## src/rtl/mmnb_pkg.sv

```systemverilog
`timescale 1ns / 1ps
// Shared constants, types and state encoding for the min-max batch normalizer.
// Used by mmnb_div and min_max_normalize_batch; depends on nothing.
package mmnb_pkg;

    localparam int DEPTH         = 64;
    localparam int SAMPLE_BITS   = 16;
    localparam int ADDR_BITS     = $clog2(DEPTH);
    localparam int CNT_BITS      = $clog2(DEPTH + 1);
    localparam int DIFF_BITS     = SAMPLE_BITS + 1;
    localparam int REM_BITS      = DIFF_BITS + 1;
    localparam int FRAC_BITS     = 16;
    localparam int SCALED_BITS   = FRAC_BITS + 1;
    localparam int STEP_BITS     = $clog2(SCALED_BITS + 1);
    localparam int IN_DATA_BITS  = ((SAMPLE_BITS + 7) / 8) * 8;
    localparam int OUT_DATA_BITS = ((SCALED_BITS + 7) / 8) * 8;
    localparam int USER_BITS     = 2;

    typedef enum logic [2:0] {
        ST_LOAD,
        ST_READ,
        ST_START,
        ST_DIV,
        ST_PUSH
    } state_t;

    typedef struct packed {
        logic                 start;
        logic [DIFF_BITS-1:0] num;
        logic [DIFF_BITS-1:0] den;
    } div_req_t;

    typedef struct packed {
        logic busy;
        logic done;
    } div_status_t;

endpackage

```

## src/rtl/mmnb_ram.sv

```systemverilog
`timescale 1ns / 1ps
// Generic single-write, single-read RAM with a registered read port.
// Stand-alone; no package needed.
module mmnb_ram #(
    parameter int WIDTH = 16,
    parameter int DEPTH = 64
) (
    input  logic                     clk,
    input  logic                     we,
    input  logic [$clog2(DEPTH)-1:0] waddr,
    input  logic [WIDTH-1:0]         wdata,
    input  logic [$clog2(DEPTH)-1:0] raddr,
    output logic [WIDTH-1:0]         rdata
);

    logic [WIDTH-1:0] mem [DEPTH];
    logic [WIDTH-1:0] rdata_reg;

    always_ff @(posedge clk)
    begin
        if (we)
        begin
            mem[waddr] <= wdata;
        end
        rdata_reg <= mem[raddr];
    end

    assign rdata = rdata_reg;

endmodule

```

## src/rtl/mmnb_div.sv

```systemverilog
`timescale 1ns / 1ps
// Bit-serial restoring divider: floor(num * 2^FRAC_BITS / den) for num <= den,
// one quotient bit per cycle. Depends on mmnb_pkg.
module mmnb_div (
    input  logic                             clk,
    input  logic                             rst_n,
    input  mmnb_pkg::div_req_t               req,
    output mmnb_pkg::div_status_t            status,
    output logic [mmnb_pkg::SCALED_BITS-1:0] quotient
);
    import mmnb_pkg::*;

    logic [REM_BITS-1:0]    rem_reg, rem_next;
    logic [DIFF_BITS-1:0]   den_reg, den_next;
    logic [SCALED_BITS-1:0] quo_reg, quo_next;
    logic [STEP_BITS-1:0]   step_reg, step_next;
    logic                   busy_reg, busy_next;
    logic                   done_reg, done_next;
    logic                   fits;
    logic [REM_BITS-1:0]    rem_sub;

    always_comb
    begin
        fits      = (rem_reg >= {1'b0, den_reg});
        rem_sub   = fits ? (rem_reg - {1'b0, den_reg}) : rem_reg;
        rem_next  = rem_reg;
        den_next  = den_reg;
        quo_next  = quo_reg;
        step_next = step_reg;
        busy_next = busy_reg;
        done_next = 1'b0;
        if (req.start)
        begin
            rem_next  = {1'b0, req.num};
            den_next  = req.den;
            step_next = STEP_BITS'(SCALED_BITS);
            busy_next = 1'b1;
        end
        else if (busy_reg)
        begin
            // shift in one quotient bit, keep the partial remainder
            quo_next  = {quo_reg[SCALED_BITS-2:0], fits};
            rem_next  = {rem_sub[REM_BITS-2:0], 1'b0};
            step_next = step_reg - STEP_BITS'(1);
            if (step_reg == STEP_BITS'(1))
            begin
                busy_next = 1'b0;
                done_next = 1'b1;
            end
        end
    end

    always_ff @(posedge clk or negedge rst_n)
    begin
        if (!rst_n)
        begin
            step_reg <= '0;
            busy_reg <= 1'b0;
            done_reg <= 1'b0;
        end
        else
        begin
            step_reg <= step_next;
            busy_reg <= busy_next;
            done_reg <= done_next;
        end
    end

    always_ff @(posedge clk)
    begin
        rem_reg <= rem_next;
        den_reg <= den_next;
        quo_reg <= quo_next;
    end

    assign status.busy = busy_reg;
    assign status.done = done_reg;
    assign quotient    = quo_reg;

endmodule

```

## src/rtl/min_max_normalize_batch.sv

```systemverilog
`timescale 1ns / 1ps
// Top level of the min-max batch normalizer: control sequencer, min/max tracking,
// output register. Depends on mmnb_pkg, mmnb_ram and mmnb_div.
//
//  channel | dir | tdata                        | tlast        | tuser
//  --------+-----+------------------------------+--------------+------------------------------
//  s_*     | in  | [15:0] sample (signed)       | last_sample  | -
//  m_*     | out | [16:0] scaled (unsigned Q1.16)| final_result | [0] flat_range, [1] dropped
//
// Loading takes one cycle per sample request. After the sample marked last, each
// stored sample passes through a RAM read, a step that forms x - min and starts the
// divider, the bit-serial divider plus a step while its done flag registers, and one
// push into the output register. The divider computes one quotient bit per cycle.
// Reset clears the sequencer, counters and output valid; the sample RAM is not
// cleared. A stalled output only holds the push; the last result may wait while
// the next batch already loads.
module min_max_normalize_batch (
    input  logic                               clk,
    input  logic                               rst_n,
    input  logic                               s_tvalid,
    output logic                               s_tready,
    input  logic [mmnb_pkg::IN_DATA_BITS-1:0]  s_tdata,  // [15:0] sample
    input  logic                               s_tlast,  // last_sample
    output logic                               m_tvalid,
    input  logic                               m_tready,
    output logic [mmnb_pkg::OUT_DATA_BITS-1:0] m_tdata,  // [16:0] scaled, rest zero
    output logic                               m_tlast,  // final_result
    output logic [mmnb_pkg::USER_BITS-1:0]     m_tuser   // [0] flat_range, [1] dropped
);
    import mmnb_pkg::*;

    state_t state_reg, state_next;

    logic signed [SAMPLE_BITS-1:0] min_reg, min_next;
    logic signed [SAMPLE_BITS-1:0] max_reg, max_next;
    logic [CNT_BITS-1:0]           count_reg, count_next;
    logic                          ovf_reg, ovf_next;
    logic                          flat_reg, flat_next;
    logic [ADDR_BITS-1:0]          rd_idx_reg, rd_idx_next;

    logic                          out_valid_reg, out_valid_next;
    logic [SCALED_BITS-1:0]        out_scaled_reg, out_scaled_next;
    logic                          out_last_reg, out_last_next;
    logic                          out_flat_reg, out_flat_next;
    logic                          out_drop_reg, out_drop_next;

    logic                          in_accept;
    logic                          room;
    logic signed [SAMPLE_BITS-1:0] x_in;
    logic                          ram_we;
    logic [SAMPLE_BITS-1:0]        ram_rdata;
    logic                          out_free;
    logic                          push;
    logic                          last_item;
    logic                          div_start;
    logic [DIFF_BITS-1:0]          div_num;
    logic [DIFF_BITS-1:0]          div_den;
    div_req_t                      div_req;
    div_status_t                   div_stat;
    logic [SCALED_BITS-1:0]        div_quo;

    assign x_in      = s_tdata[SAMPLE_BITS-1:0];
    assign room      = (count_reg < CNT_BITS'(DEPTH));
    assign in_accept = s_tvalid && s_tready;
    assign out_free  = !out_valid_reg || m_tready;
    assign last_item = ({1'b0, rd_idx_reg} + CNT_BITS'(1)) == count_reg;

    mmnb_ram #(
        .WIDTH (SAMPLE_BITS),
        .DEPTH (DEPTH)
    ) u_store (
        .clk   (clk),
        .we    (ram_we),
        .waddr (count_reg[ADDR_BITS-1:0]),
        .wdata (x_in),
        .raddr (rd_idx_reg),
        .rdata (ram_rdata)
    );

    mmnb_div u_div (
        .clk      (clk),
        .rst_n    (rst_n),
        .req      (div_req),
        .status   (div_stat),
        .quotient (div_quo)
    );

    // Next state of the sequencer.
    always_comb
    begin
        state_next = state_reg;
        unique case (state_reg)
            ST_LOAD:
            begin
                if (in_accept && s_tlast)
                begin
                    state_next = ST_READ;
                end
            end
            ST_READ:  state_next = ST_START;
            ST_START: state_next = ST_DIV;
            ST_DIV:
            begin
                if (div_stat.done)
                begin
                    state_next = ST_PUSH;
                end
            end
            ST_PUSH:
            begin
                if (out_free)
                begin
                    state_next = last_item ? ST_LOAD : ST_READ;
                end
            end
            default: state_next = ST_LOAD;
        endcase
    end

    // Sequencer outputs.
    always_comb
    begin
        s_tready  = 1'b0;
        ram_we    = 1'b0;
        div_start = 1'b0;
        push      = 1'b0;
        unique case (state_reg)
            ST_LOAD:
            begin
                s_tready = 1'b1;
                ram_we   = s_tvalid && room;
            end
            ST_START: div_start = 1'b1;
            ST_PUSH:  push = out_free;
            default:
            begin
                s_tready = 1'b0;
            end
        endcase
    end

    // Offsets from the batch minimum; both are non-negative.
    assign div_num = DIFF_BITS'({ram_rdata[SAMPLE_BITS-1], ram_rdata}
                                - {min_reg[SAMPLE_BITS-1], min_reg});
    assign div_den = DIFF_BITS'({max_reg[SAMPLE_BITS-1], max_reg}
                                - {min_reg[SAMPLE_BITS-1], min_reg});
    assign div_req = {div_start, div_num, div_den};

    // Datapath next values.
    always_comb
    begin
        min_next        = min_reg;
        max_next        = max_reg;
        count_next      = count_reg;
        ovf_next        = ovf_reg;
        flat_next       = flat_reg;
        rd_idx_next     = rd_idx_reg;
        out_valid_next  = out_valid_reg && !m_tready;
        out_scaled_next = out_scaled_reg;
        out_last_next   = out_last_reg;
        out_flat_next   = out_flat_reg;
        out_drop_next   = out_drop_reg;

        if (in_accept)
        begin
            if (room)
            begin
                // first sample of a batch seeds both bounds
                if (count_reg == '0)
                begin
                    min_next = x_in;
                    max_next = x_in;
                end
                else
                begin
                    if (x_in < min_reg)
                    begin
                        min_next = x_in;
                    end
                    if (x_in > max_reg)
                    begin
                        max_next = x_in;
                    end
                end
                count_next = count_reg + CNT_BITS'(1);
            end
            else
            begin
                ovf_next = 1'b1;
            end
            if (s_tlast)
            begin
                flat_next   = (min_next == max_next);
                rd_idx_next = '0;
            end
        end

        if (push)
        begin
            out_valid_next  = 1'b1;
            out_scaled_next = flat_reg ? '0 : div_quo;
            out_last_next   = last_item;
            out_flat_next   = flat_reg;
            out_drop_next   = ovf_reg;
            rd_idx_next     = rd_idx_reg + ADDR_BITS'(1);
            if (last_item)
            begin
                count_next = '0;
                ovf_next   = 1'b0;
            end
        end
    end

    always_ff @(posedge clk or negedge rst_n)
    begin
        if (!rst_n)
        begin
            state_reg     <= ST_LOAD;
            min_reg       <= '0;
            max_reg       <= '0;
            count_reg     <= '0;
            ovf_reg       <= 1'b0;
            flat_reg      <= 1'b0;
            rd_idx_reg    <= '0;
            out_valid_reg <= 1'b0;
        end
        else
        begin
            state_reg     <= state_next;
            min_reg       <= min_next;
            max_reg       <= max_next;
            count_reg     <= count_next;
            ovf_reg       <= ovf_next;
            flat_reg      <= flat_next;
            rd_idx_reg    <= rd_idx_next;
            out_valid_reg <= out_valid_next;
        end
    end

    always_ff @(posedge clk)
    begin
        out_scaled_reg <= out_scaled_next;
        out_last_reg   <= out_last_next;
        out_flat_reg   <= out_flat_next;
        out_drop_reg   <= out_drop_next;
    end

    assign m_tvalid = out_valid_reg;
    assign m_tdata  = OUT_DATA_BITS'(out_scaled_reg);
    assign m_tlast  = out_last_reg;
    assign m_tuser  = {out_drop_reg, out_flat_reg};

    // Stored count never passes the buffer depth.
    a_count_bound: assert property (@(posedge clk) disable iff (!rst_n)
        count_reg <= CNT_BITS'(DEPTH))
        else $error("stored count exceeds buffer depth");

    // The divider is never restarted while a quotient is in progress.
    a_div_idle: assert property (@(posedge clk) disable iff (!rst_n)
        div_req.start |-> !div_stat.busy)
        else $error("divider started while busy");

    // A flat batch always reports zero.
    a_flat_zero: assert property (@(posedge clk) disable iff (!rst_n)
        (m_tvalid && m_tuser[0]) |-> (m_tdata == '0))
        else $error("flat batch result not zero");

    // Output phase only runs over a non-empty batch.
    a_push_nonempty: assert property (@(posedge clk) disable iff (!rst_n)
        (state_reg == ST_PUSH) |-> (count_reg != '0))
        else $error("output phase with empty batch");

endmodule

```

## config.mk

```make
export PLATFORM = sky130hd
export DESIGN_NAME = min_max_normalize_batch
export DESIGN_NICKNAME = d
export VERILOG_FILES = /design/src/rtl/mmnb_pkg.sv /design/src/rtl/mmnb_ram.sv /design/src/rtl/mmnb_div.sv /design/src/rtl/min_max_normalize_batch.sv
export SDC_FILE = /design/constraint.sdc
export NUM_CORES = 1
export LEC_CHECK = 0
export ABC_AREA = 0
export BUFFER_PORTS_ARGS = -buffer_cell sky130_fd_sc_hd__buf_4
export CAP_MARGIN = 20
export CORE_MARGIN = 2
export CORE_UTILIZATION = 40
export CTS_CLUSTER_DIAMETER = 40
export DETAILED_ROUTE_END_ITERATION = 10
export PLACE_DENSITY_LB_ADDON = 0.12
export SYNTH_ARGS = -nofsm -noshare
export SYNTH_HDL_FRONTEND = slang
export SYNTH_SLANG_ARGS = --single-unit
export TNS_END_PERCENT = 10
```

## constraint.sdc

```tcl
create_clock -name clk -period 6.4 [get_ports clk]
set_input_delay 0.64 -clock clk [delete_from_list [all_inputs] [get_ports clk]]
set_output_delay 0.64 -clock clk [all_outputs]
set_load 0.01 [all_outputs]
```

=== Yosys cells after proc, flatten, opt, wreduce, memory -nomap -nowiden ===
Memories as Yosys holds them, arrays and structs flattened. A register that Yosys moved wholly into a read port is not among the register bits.
Cells that the tools add are included.

* RAM bits: 1024
* Register bits: 130
* Memories: 1
* Word-level logic and storage cells: 100
* Output and inout port bits: 29

* Order comparisons: 4
* Reduce and logical (&&, ||, !) cells: 16
* Add/subtract/negate cells: 7
* Equality and inequality tests: 10
* Multiplexer cells: 42
* Bitwise operators: 1

{| class="wikitable"
|+ Memories
! memory !! words !! width !! read ports !! clocked after memory_dff !! write ports !! line !! text
|-
| u_store.mem || 64 || 16 || 1 || 1 || 1 || mmnb_ram.sv:16 || <nowiki>logic [WIDTH-1:0] mem [DEPTH];</nowiki>
|}

{| class="wikitable"
|+ Operator list
! cell !! count
|-
| 16-bit 2-to-1 mux || 8
|-
| 17-bit 2-to-1 mux || 3
|-
| 16-bit by 16-bit subtractor with 17-bit output || 2
|-
| 7-bit 2-to-1 mux || 4
|-
| 18-bit by 17-bit >= comparator with 1-bit output || 1
|-
| 1-bit 2-to-1 mux || 18
|-
| 6-bit 2-to-1 mux || 3
|-
| 17-bit subtractor || 1
|-
| 16-bit == test || 1
|-
| 16-bit > comparator || 1
|-
| 16-bit less-than comparator || 1
|-
| 3-bit one-hot mux with 5 select lines || 1
|-
| 5-bit 2-to-1 mux || 2
|-
| 3-bit 2-to-1 mux || 3
|-
| 6-bit by 1-bit adder with 7-bit output, second input constant || 1
|-
| 7-bit by 1-bit adder with 7-bit output, second input constant || 1
|-
| 7-bit == test || 1
|-
| 7-bit zero test || 1
|-
| 7-bit less-than comparator, second input constant || 1
|-
| 6-bit by 1-bit adder with 6-bit output, second input constant || 1
|-
| 3-bit by 2-bit == test with 1-bit output, second input constant || 2
|-
| 2-bit AND reduction || 3
|-
| 2-bit nonzero test || 3
|-
| 5-bit by 1-bit == test with 1-bit output, second input constant || 1
|-
| 11 further kinds || 16
|}

=== Depth between registers and ports, before layout ===
Gate-level depths: netlist (run 1).

* Depth after elaboration: 6
* Mapped depth: 15
* Depth with buffers taken out: 13

=== Hierarchy ===
From an unflattened synthesis (run 1), not the netlist that was laid out.

* Cell total of the unflattened synthesis: 2814
* Area, all modules: 49289.8 sq um

{| class="wikitable"
|+ By module, submodules not included
! module !! area each (sq um) !! seq. area each (sq um) !! cells an instance !! instances
|-
| mmnb_ram || 40042.2 || 31069.8 || 1829 || 1
|-
| min_max_normalize_batch || 5958.2 || 1876.8 || 694 || 1
|-
| mmnb_div || 3289.4 || 1726.7 || 291 || 1
|}

=== Worst setup path after synthesis (run 1) ===
No wires, ideal clock.

* Path kind: in2reg
* Start point: input port s_tdata[9] (netlist name)
* End point: register flat_reg
* Path buffers: 2
* Stages: 13
* Path slack: 3.137 ns
* Data arrival time: 3.168 ns
* Cells stage by stage: ha_1 a211oi_1 o21a_1 o211ai_1 o21ai_0 and2_1 clkbuf_1 buf_1 nand3_1 o2111ai_1 nand4_1 or4_1 o31ai_1

* Longest elaborated chain between the ends: 6

{| class="wikitable"
|+ Ends and longest elaborated chain
! what !! line !! text
|-
| from (decl) || min_max_normalize_batch.sv:22 || <nowiki>input logic [mmnb_pkg::IN_DATA_BITS-1:0] s_tdata,</nowiki>
|-
| 16-bit less-than comparator or 16-bit > comparator (tied branches) || min_max_normalize_batch.sv:176, min_max_normalize_batch.sv:180 ||
|-
| 16-bit 2-to-1 mux, on equally long branches || min_max_normalize_batch.sv:176, min_max_normalize_batch.sv:180 ||
|-
| 16-bit 2-to-1 mux || min_max_normalize_batch.sv:169 || <nowiki>if (count_reg == '0)</nowiki>
|-
| 16-bit 2-to-1 mux || min_max_normalize_batch.sv:166 || <nowiki>if (room)</nowiki>
|-
| 16-bit 2-to-1 mux || min_max_normalize_batch.sv:164 || <nowiki>if (in_accept)</nowiki>
|-
| 16-bit == test (*) || min_max_normalize_batch.sv:193 || <nowiki>flat_next = (min_next == max_next);</nowiki>
|-
| to (signal assigned) || min_max_normalize_batch.sv:234 || <nowiki>flat_reg <= flat_next;</nowiki>
|-
| to (decl) || min_max_normalize_batch.sv:38 || <nowiki>logic flat_reg, flat_next;</nowiki>
|}

Mark *: on every way between the ends. The rest lies on a longest branch, timed or not. The select of a mux whose other input is x is not followed.
A chain may end at the register's enable or synchronous reset.

=== Worst setup path in the final report (run 1) ===
* Start point: register min_reg[1]
* End point: register flat_reg

* Longest elaborated chain between the ends: 6

{| class="wikitable"
|+ Ends and longest elaborated chain
! what !! line !! text
|-
| from (decl) || min_max_normalize_batch.sv:34 || <nowiki>logic signed [SAMPLE_BITS-1:0] min_reg, min_next;</nowiki>
|-
| from (signal assigned) || min_max_normalize_batch.sv:230 || <nowiki>min_reg <= min_next;</nowiki>
|-
| 16-bit less-than comparator || min_max_normalize_batch.sv:176 || <nowiki>if (x_in < min_reg)</nowiki>
|-
| 16-bit 2-to-1 mux || min_max_normalize_batch.sv:176 ||
|-
| 16-bit 2-to-1 mux || min_max_normalize_batch.sv:169 ||
|-
| 16-bit 2-to-1 mux (*) || min_max_normalize_batch.sv:166 ||
|-
| 16-bit 2-to-1 mux (*) || min_max_normalize_batch.sv:164 ||
|-
| 16-bit == test (*) || min_max_normalize_batch.sv:193 ||
|}

Marked as above.

==> impl_results.rst, run 1 <==
.. list-table::
   :header-rows: 1

   * - Metric
     - Value
   * - Number of resized instances in the post-cts repair step
     - 0
   * - Die boundary width
     - 351.1 um
   * - Post-synthesis average cell area
     - 19.50 um^2
   * - Area growth from synthesis to final layout
     - 17.21%
   * - Ordered cell list for the critical path
     - inv_1 > ha_1 > nand2_1 > o21ai_0 > a211oi_1 > o31ai_1 > buf_4 > and2_1 > nand2_1 > o311ai_0 > o21ai_0 > or4_1 > o31ai_1
   * - Crit path required time
     - 7.05 ns
   * - Dominant cells by area after synthesis
     - sky130_fd_sc_hd__edfxtp_1, sky130_fd_sc_hd__mux4_2, sky130_fd_sc_hd__dfrtp_1, sky130_fd_sc_hd__ha_1, sky130_fd_sc_hd__nor2_1
   * - Max Freq
     - 222.1 MHz
   * - Global route total overflow
     - 0
   * - Maximum Capacitance Violations
     - 0
   * - Transition at the pin with the smallest max-transition slack
     - 1.126 ns
   * - Slew Viols, Final
     - 0
   * - DRC
     - 0
   * - Global placement routability congestion
     - 0.8940
   * - Clock root buffer
     - sky130_fd_sc_hd__clkbuf_16
   * - Reported leakage power
     - 0.01841 uW
   * - Number of synthesis warnings
     - 0
   * - Starting Density
     - 40.28%
   * - Total placed cells including tap cells
     - 4,103
   * - Fraction of the mapped netlist area in adder cells
     - 2.331%
   * - Global routing usage summed across all routing layers
     - 20.71%
   * - Post-detailed-route wirelength per cell
     - 28.52 um
   * - Post-layout instance count excluding filler cells
     - 4,414
   * - Initial antenna violation count
     - 5
   * - CTS tree
     - yes
   * - Post-Route WL
     - 125,900 um
   * - Setup Fix Bufs, Post-CTS
     - 0
   * - Maximum count of clock buffers along a single path
     - 3
   * - Clock sink total
     - 1,170
   * - Portion of synthesized cell area occupied by the leading cell type
     - 68.23%
   * - Area fraction in compound gates after synthesis
     - 3.152%
   * - Count of flip-flops with a built-in enable after synthesis
     - 1,095
   * - Unrepaired setup endpoints after global routing
     - no
   * - Main combinational cell family by area after synthesis
     - multiplexers
   * - Endpoint type of the worst setup path
     - flop
   * - Slowest cell on crit path
     - sky130_fd_sc_hd__and2_1
   * - Vias in the first global route
     - 25,400
   * - Post-synth top area cell
     - sky130_fd_sc_hd__edfxtp_1
   * - Outcome
     - finished, final reports clean
   * - Multiplexer fraction of the synthesized cell area
     - 16.41%
   * - Path type of the worst setup path
     - flop to flop
   * - Max reg flops
     - 1,024
   * - Buffer and inverter count on the worst path
     - 2
   * - Sequential share of the synthesized area
     - 71.95%
   * - Final HPWL from detailed placement
     - 74,380 um
   * - Total CTS buffers
     - 165
   * - Syn Inst Count
     - 2,471
   * - Final setup fails
     - 0
   * - Commonest cells after routing, fill and taps aside
     - sky130_fd_sc_hd__edfxtp_1, sky130_fd_sc_hd__mux4_2, sky130_fd_sc_hd__clkbuf_16, sky130_fd_sc_hd__buf_4, sky130_fd_sc_hd__nor2_1
   * - Normalized max-slew margin
     - 24.91%
   * - Post-synth design cell area
     - 48,190 um^2
   * - Via density
     - 5.575
   * - Remaining antenna violation count after routing
     - 0
   * - Worst vdd ir
     - 0.3215 mV
   * - Crit path DAT
     - 5.15 ns
   * - I/O Pins
     - 50
   * - Leading cell type in the layout, fill and taps excluded
     - sky130_fd_sc_hd__edfxtp_1
   * - Delay contributed by the slowest stage of the critical path
     - 0.80 ns
   * - Post-Synth Simple-Gate Area
     - 3.305%
   * - Post-synth ARST share
     - 4.957%
   * - Part of the cycle the worst path needs
     - 70.35%
   * - Accumulated negative setup slack
     - 0 ns
   * - Global-route wire length before repair
     - 180,700 um
   * - Final Net Count
     - 2,769
   * - PortBufs
     - 42
   * - Worst Setup Start Kind
     - flop
   * - Synthesis-stage register bit count
     - 1,170
   * - Reg clk slew, reported paths
     - 0.05 ns
   * - Count of TritonRoute iterations in the first routing pass
     - 7
   * - Class of the tightest hold or removal check
     - primary input to flop
   * - Die H
     - 351.1 um
   * - Dominant delay contributor by cell family on the critical path
     - simple AND/OR/NAND/NOR gates
   * - Total power per unit cell area
     - 397.7 nW/um^2
   * - Post-synthesis share of cell area spent on xor and xnor gates
     - 1.181%
   * - Die Footprint
     - 123,300 um^2
   * - Count of cell types in the netlist
     - 63
   * - Via count
     - 24,610
   * - Highest net fanout along the worst path
     - 27
   * - Site Rows
     - 127
   * - Count of routing violations after the opening detailed-route iteration
     - 2,298
   * - Leading register cell type out of synthesis
     - sky130_fd_sc_hd__edfxtp_1
   * - Hold Vio Cnt, Final
     - 0
   * - Largest net degree at the start of global routing
     - 93
   * - Fraction of layout instances using a drive strength above 1
     - 28.49%
   * - Number of H-tree levels
     - 4
   * - Core region area
     - 119,700 um^2
   * - Min cycle time layout
     - 4.502 ns
   * - Later-pin clock latency in the skew report
     - 0.75 ns
   * - Final Skew
     - 0.02476 ns
## routing by layer
layer  vias up  global-route usage [%]  wire (um)
met5         -                       0         30
met3       182                   3.268       6113
li1      10540                       -          -
met1     13140                   28.00      53960
met2       743                   34.73      62880
met4         4                   6.105       2915
## power breakdown
| group | internal [uW] | switching (uW) | leakage, uW |
|---|---|---|---|
| sequential | 8830 | 337 | 0.0107 |
| clock | 5630 | 3390 | 0.00268 |
| combinational | 1870 | 2400 | 0.00500 |
| total | 16300 | 6130 | 0.0184 |
## cell usage after synthesis, drive strengths merged, types with 3 or more instances
master	instances
a211o	4
a211oi	10
a21boi	11
a21o	10
a21oi	63
a22oi	3
a311oi	12
a31oi	10
and2	6
and3	9
buf	60
clkbuf	61
dfrtp	58
dfxtp	17
edfxtp	1095
fa	3
ha	85
inv	77
mux2	17
mux2i	15
mux4	336
nand2	76
nand2b	10
nand3	20
nand3b	4
nand4	12
nor2	130
nor2b	31
nor3	16
o2111ai	3
o211ai	8
o21a	5
o21ai	70
o221ai	5
o22ai	8
o31ai	5
or2	3
or3	11
or3b	4
xnor2	36
xor2	29
## per-stage QoR
stage / area [um^2] / hold WS, ns / utilization (%) / power (uW) / setup WS (ns)
2_1_floorplan: 48220 / 0.3444 / - / 12330 / 3.137
3_3_place_gp: 50910 / 0.4363 / 42.54 / 13550 / 1.447
3_5_place_dp: 50910 / 0.4250 / 42.54 / 13620 / 1.400
4_1_cts: 56460 / 0.1420 / 47.19 / 22700 / 1.912
5_1_grt: 56470 / 0.1719 / 47.20 / 23470 / 1.458
6_report: 56490 / 0.1936 / 47.21 / 22460 / 1.898
## timing repair
action	in CTS	in global routing
hold buffers	1	0
endpoints found under the hold margin	44	0
setup endpoints to repair	0	0
## path summary, 6_finish.rpt
kind	start	endpoint	slack (ns)	cells after the start
max in group asynchronous	rst_n	rd_idx_reg[3]	5.20	2
setup reg to reg	min_reg[1]	flat_reg	1.90	13
min in group asynchronous	rst_n	u_div.step_reg[2]	0.58	2
setup / recovery	min_reg[1]	flat_reg	1.90	13
hold reg to reg	u_div.quotient[5]	u_div.quotient[6]	0.44	0
hold / removal	s_tdata[11]	u_store.mem[0][11]	0.19	1
## cells by family (layout without fill, tap and decap cells)
logic type	Yosys count	after routing
flops	1170	1170
mux	368	368
simple gates	339	339
compound gates	242	242
buf+inv	198	518
fa+ha+maj	88	88
xor+xnor	65	65
other cells	1	12
## layout make-up
type	count	area, um^2
inverters	77	289.0
multi-input cells	1109	12820
flip-flops and latches	1170	34690
clock buffers	191	4385
repair buffers	137	1110
fillers	9980	63170
clock inverters	113	1162
well taps	1612	2017
diodes	5	12.51
## worst register-to-register path, cell delays in order, from the launching register on
cell	delay (ns)
sky130_fd_sc_hd__dfrtp_1	0.53
sky130_fd_sc_hd__inv_1	0.23
sky130_fd_sc_hd__ha_1	0.32
sky130_fd_sc_hd__nand2_1	0.05
sky130_fd_sc_hd__o21ai_0	0.18
sky130_fd_sc_hd__a211oi_1	0.15
sky130_fd_sc_hd__o31ai_1	0.25
sky130_fd_sc_hd__buf_4	0.22
sky130_fd_sc_hd__and2_1	0.80
sky130_fd_sc_hd__nand2_1	0.47
sky130_fd_sc_hd__o311ai_0	0.40
sky130_fd_sc_hd__o21ai_0	0.11
sky130_fd_sc_hd__or4_1	0.50
sky130_fd_sc_hd__o31ai_1	0.20
(Power assumes the default switching activity.)
==> run 2, diff against run 1 <==
- clock period: 6.4 -> 4.65 ns (I/O delays scaled with it)
==> run 2 against run 1 <==
Flip-flop and latch count is the same. Sequential power increased by 37%. Clock-buffer cell count fell by 9. Critical path depth shrank 4. Power grew 39%. Non-clock buffer count is 24 higher. Final area up 0.53%. Sequential share of layout area fell by 0.33 points. First-iteration DRC count up 6.8%. Hold slack got worse by 0.10 ns. Core utilization grew 0.25 points. Critical endpoint unchanged.
==> impl_results.rst, run 2 (same netlist as run 1, synthesis figures left out) <==
.. list-table::
   :header-rows: 1

   * - Metric
     - Value
   * - Outcome
     - finished, final reports clean
   * - Total chip power
     - 31,310 uW (+39%)
   * - DRC
     - 0 (unchanged)
   * - Global route total overflow
     - 0 (unchanged)
   * - I/O Pins
     - 50 (unchanged)
   * - Count of TritonRoute iterations in the first routing pass
     - 5 (-2)
   * - Max Freq
     - 246.2 MHz (+11%)
   * - Min cycle time layout
     - 4.062 ns (-0.4404 ns)
   * - Count of routing violations after the opening detailed-route iteration
     - 2,455 (+6.8%)
   * - Internal power contribution
     - 22,640 uW (+39%)
   * - Delay contributed by the slowest stage of the critical path
     - 0.64 ns (-0.16 ns)
   * - End-of-flow core utilization
     - 47.46% (+0.25 points)
   * - Buffer and inverter count on the worst path
     - 0 (-2)
   * - Remaining antenna violation count after routing
     - 0 (unchanged)
   * - Site Rows
     - 127 (unchanged)
   * - Part of the cycle the worst path needs
     - 87.35% (+17 points)
   * - Normalized max-slew margin
     - 31.15% (+6.2 points)
   * - Dominant delay contributor by cell family on the critical path
     - simple AND/OR/NAND/NOR gates
   * - Clock root buffer
     - sky130_fd_sc_hd__clkbuf_16
   * - Total CTS buffers
     - 165 (unchanged)
   * - Final Net Count
     - 2,793 (+0.87%)
   * - Reg clk slew, reported paths
     - 0.06 ns (about the same)
   * - PortBufs
     - 42 (unchanged)
   * - Final Skew
     - 0.04077 ns (+0.01601 ns)
   * - Commonest cells after routing, fill and taps aside
     - sky130_fd_sc_hd__edfxtp_1, sky130_fd_sc_hd__mux4_2, sky130_fd_sc_hd__clkbuf_16, sky130_fd_sc_hd__buf_4, sky130_fd_sc_hd__nor2_1
   * - Worst Setup Start Kind
     - flop
   * - Later-pin clock latency in the skew report
     - 0.78 ns (+0.03 ns)
   * - Core region area
     - 119,700 um^2 (unchanged)
   * - P_sw
     - 8669 uW (+41%)
   * - Clock sink total
     - 1,170 (unchanged)
   * - Global placement routability congestion
     - 0.8388 (-6.2%)
   * - Maximum Capacitance Violations
     - 0 (unchanged)
   * - Crit path required time
     - 5.31 ns (-1.74 ns)
   * - Share of total power in combinational logic
     - 19.3% (+0.3 points)
   * - Worst vdd ir
     - 0.3650 mV (+14%)
   * - Flop pwr share
     - 40.2% (-0.6 points)
   * - Setup Slack @ Placement
     - 0.5472 ns (-0.8530 ns)
   * - Class of the tightest hold or removal check
     - primary input to flop
   * - Slew Viols, Final
     - 0 (unchanged)
   * - Post-Route WL
     - 129,800 um (+3.1%)
   * - # hold bufs at CTS
     - 3 (+2)
   * - Area growth from synthesis to final layout
     - 17.84%
   * - Endpoint type of the worst setup path
     - flop
   * - Filler instances
     - 9,945 (-0.35%)
   * - Number of resized instances in the post-cts repair step
     - 0 (unchanged)
   * - Total power per unit cell area
     - 551.3 nW/um^2 (+39%)
   * - Final setup fails
     - 0 (unchanged)
   * - Path type of the worst setup path
     - flop to flop
   * - Switching Fraction
     - 27.69% (+0.38 points)
   * - Transition at the pin with the smallest max-transition slack
     - 1.033 ns (-0.09370 ns)
   * - Global-route wire length before repair
     - 186,500 um (+3.2%)
   * - Final worst slack
     - 0.5882 ns (-1.310 ns)
   * - Ordered cell list for the critical path
     - or3_1 > or3b_1 > a21o_1 > and2_1 > nand2_1 > o311ai_0 > o21ai_0 > or4_1 > o31ai_1
   * - Vias in the first global route
     - 25,600 (+0.79%)
   * - Share of power burned in the clock network
     - 40.5% (+0.3 points)
   * - Die Footprint
     - 123,300 um^2 (unchanged)
   * - Via count
     - 24,980 (+1.5%)
   * - Die H
     - 351.1 um (unchanged)
   * - Setup Fix Bufs, Post-CTS
     - 0 (unchanged)
   * - Total placed cells including tap cells
     - 4,126 (+0.56%)
   * - Die boundary width
     - 351.1 um (unchanged)
   * - Post-layout instance count excluding filler cells
     - 4,434 (+0.45%)
   * - Max reg flops
     - 1,024 (unchanged)
   * - Leading cell type in the layout, fill and taps excluded
     - sky130_fd_sc_hd__edfxtp_1
   * - Slowest cell on crit path
     - sky130_fd_sc_hd__and2_1
   * - Largest net degree at the start of global routing
     - 112 (+20%)
   * - Unrepaired setup endpoints after global routing
     - no
   * - Post-detailed-route wirelength per cell
     - 29.27 um (+2.6%)
   * - Starting Density
     - 40.28% (unchanged)
   * - CTS tree
     - yes
   * - Crit path DAT
     - 4.73 ns (-0.42 ns)
   * - Initial antenna violation count
     - 10 (+5)
   * - Maximum count of clock buffers along a single path
     - 3 (unchanged)
   * - Fraction of layout instances using a drive strength above 1
     - 29.39% (+0.89 points)
   * - Accumulated negative setup slack
     - 0 ns (unchanged)
   * - Final HPWL from detailed placement
     - 78,330 um (+5.3%)
   * - Number of H-tree levels
     - 4 (unchanged)
   * - Hold Vio Cnt, Final
     - 0 (unchanged)
   * - Highest net fanout along the worst path
     - 17 (-37%)
   * - Reported leakage power
     - 0.01857 uW (+0.86%)
   * - Global routing usage summed across all routing layers
     - 21.51% (+0.80 points)
   * - Via density
     - 5.634 (+1.1%)
==> run 2: cell count changes in the layout (fill, tap and decap cells not counted), moves of 3 or more <==
cell                         delta
sky130_fd_sc_hd__buf_4         +21
sky130_fd_sc_hd__clkbuf_1       -7
sky130_fd_sc_hd__clkinv_1       -3
sky130_fd_sc_hd__clkinvlp_4     +5
sky130_fd_sc_hd__diode_2        -4
sky130_fd_sc_hd__inv_6          +5
sky130_fd_sc_hd__inv_8          +3
==> run 2: cell type report <==
cell class | instances | area (um^2) | area share (%)
inverters | 77 | 289.0 | 0.5090
repair buffers | 161 | 1316 | 2.318
diodes | 1 | 2.502 | 0.004407
clock buffers | 182 | 4320 | 7.608
clock inverters | 122 | 1333 | 2.346
well taps | 1612 | 2017 | 3.552
multi-input cells | 1109 | 12820 | 22.58
flip-flops and latches | 1170 | 34690 | 61.08
==> run 2: routing by layer <==
layer	routed length, um	track usage [%]
met2	63430	34.83
met3	6091	3.279
met5	0	0
met4	2854	6.201
met1	57420	30.32
==> run 2: power groups by stage <==
stage	sequential (uW)	combinational [uW]	clock (uW)
floorplan	12600	4420	0
global placement	12800	6030	0
detailed placement	12800	6060	0
CTS	12600	6100	12900
global route	12600	6690	13400
finish	12600	6040	12700
==> run 2: worst min-delay path, cell delays in order <==
cell,delay (ns)
sky130_fd_sc_hd__buf_4,0.12
sky130_fd_sc_hd__nand2_1,0.09
sky130_fd_sc_hd__nand2_1,0.07
sky130_fd_sc_hd__o31ai_1,0.06
==> run 2: final timing paths <==
check | from | to | slack [ns] | cells after the start
setup / recovery | count_reg[3] | flat_reg | 0.59 | 9
hold / removal | s_tlast | flat_reg | 0.09 | 4
setup reg to reg | count_reg[3] | flat_reg | 0.59 | 9
hold reg to reg | u_div.quotient[3] | u_div.quotient[4] | 0.44 | 0
max in group asynchronous | rst_n | rd_idx_reg[1] | 3.61 | 2
min in group asynchronous | rst_n | max_reg[3] | 0.32 | 2
==> run 2: metrics by stage <==
stage,area (um^2),hold WS (ns)
final,56790,0.09028
after detailed placement,51100,0.4282
after global routing,56790,0.05326
after global placement,51100,0.4342
after CTS,56790,0.02843
after floorplan,48220,0.1694
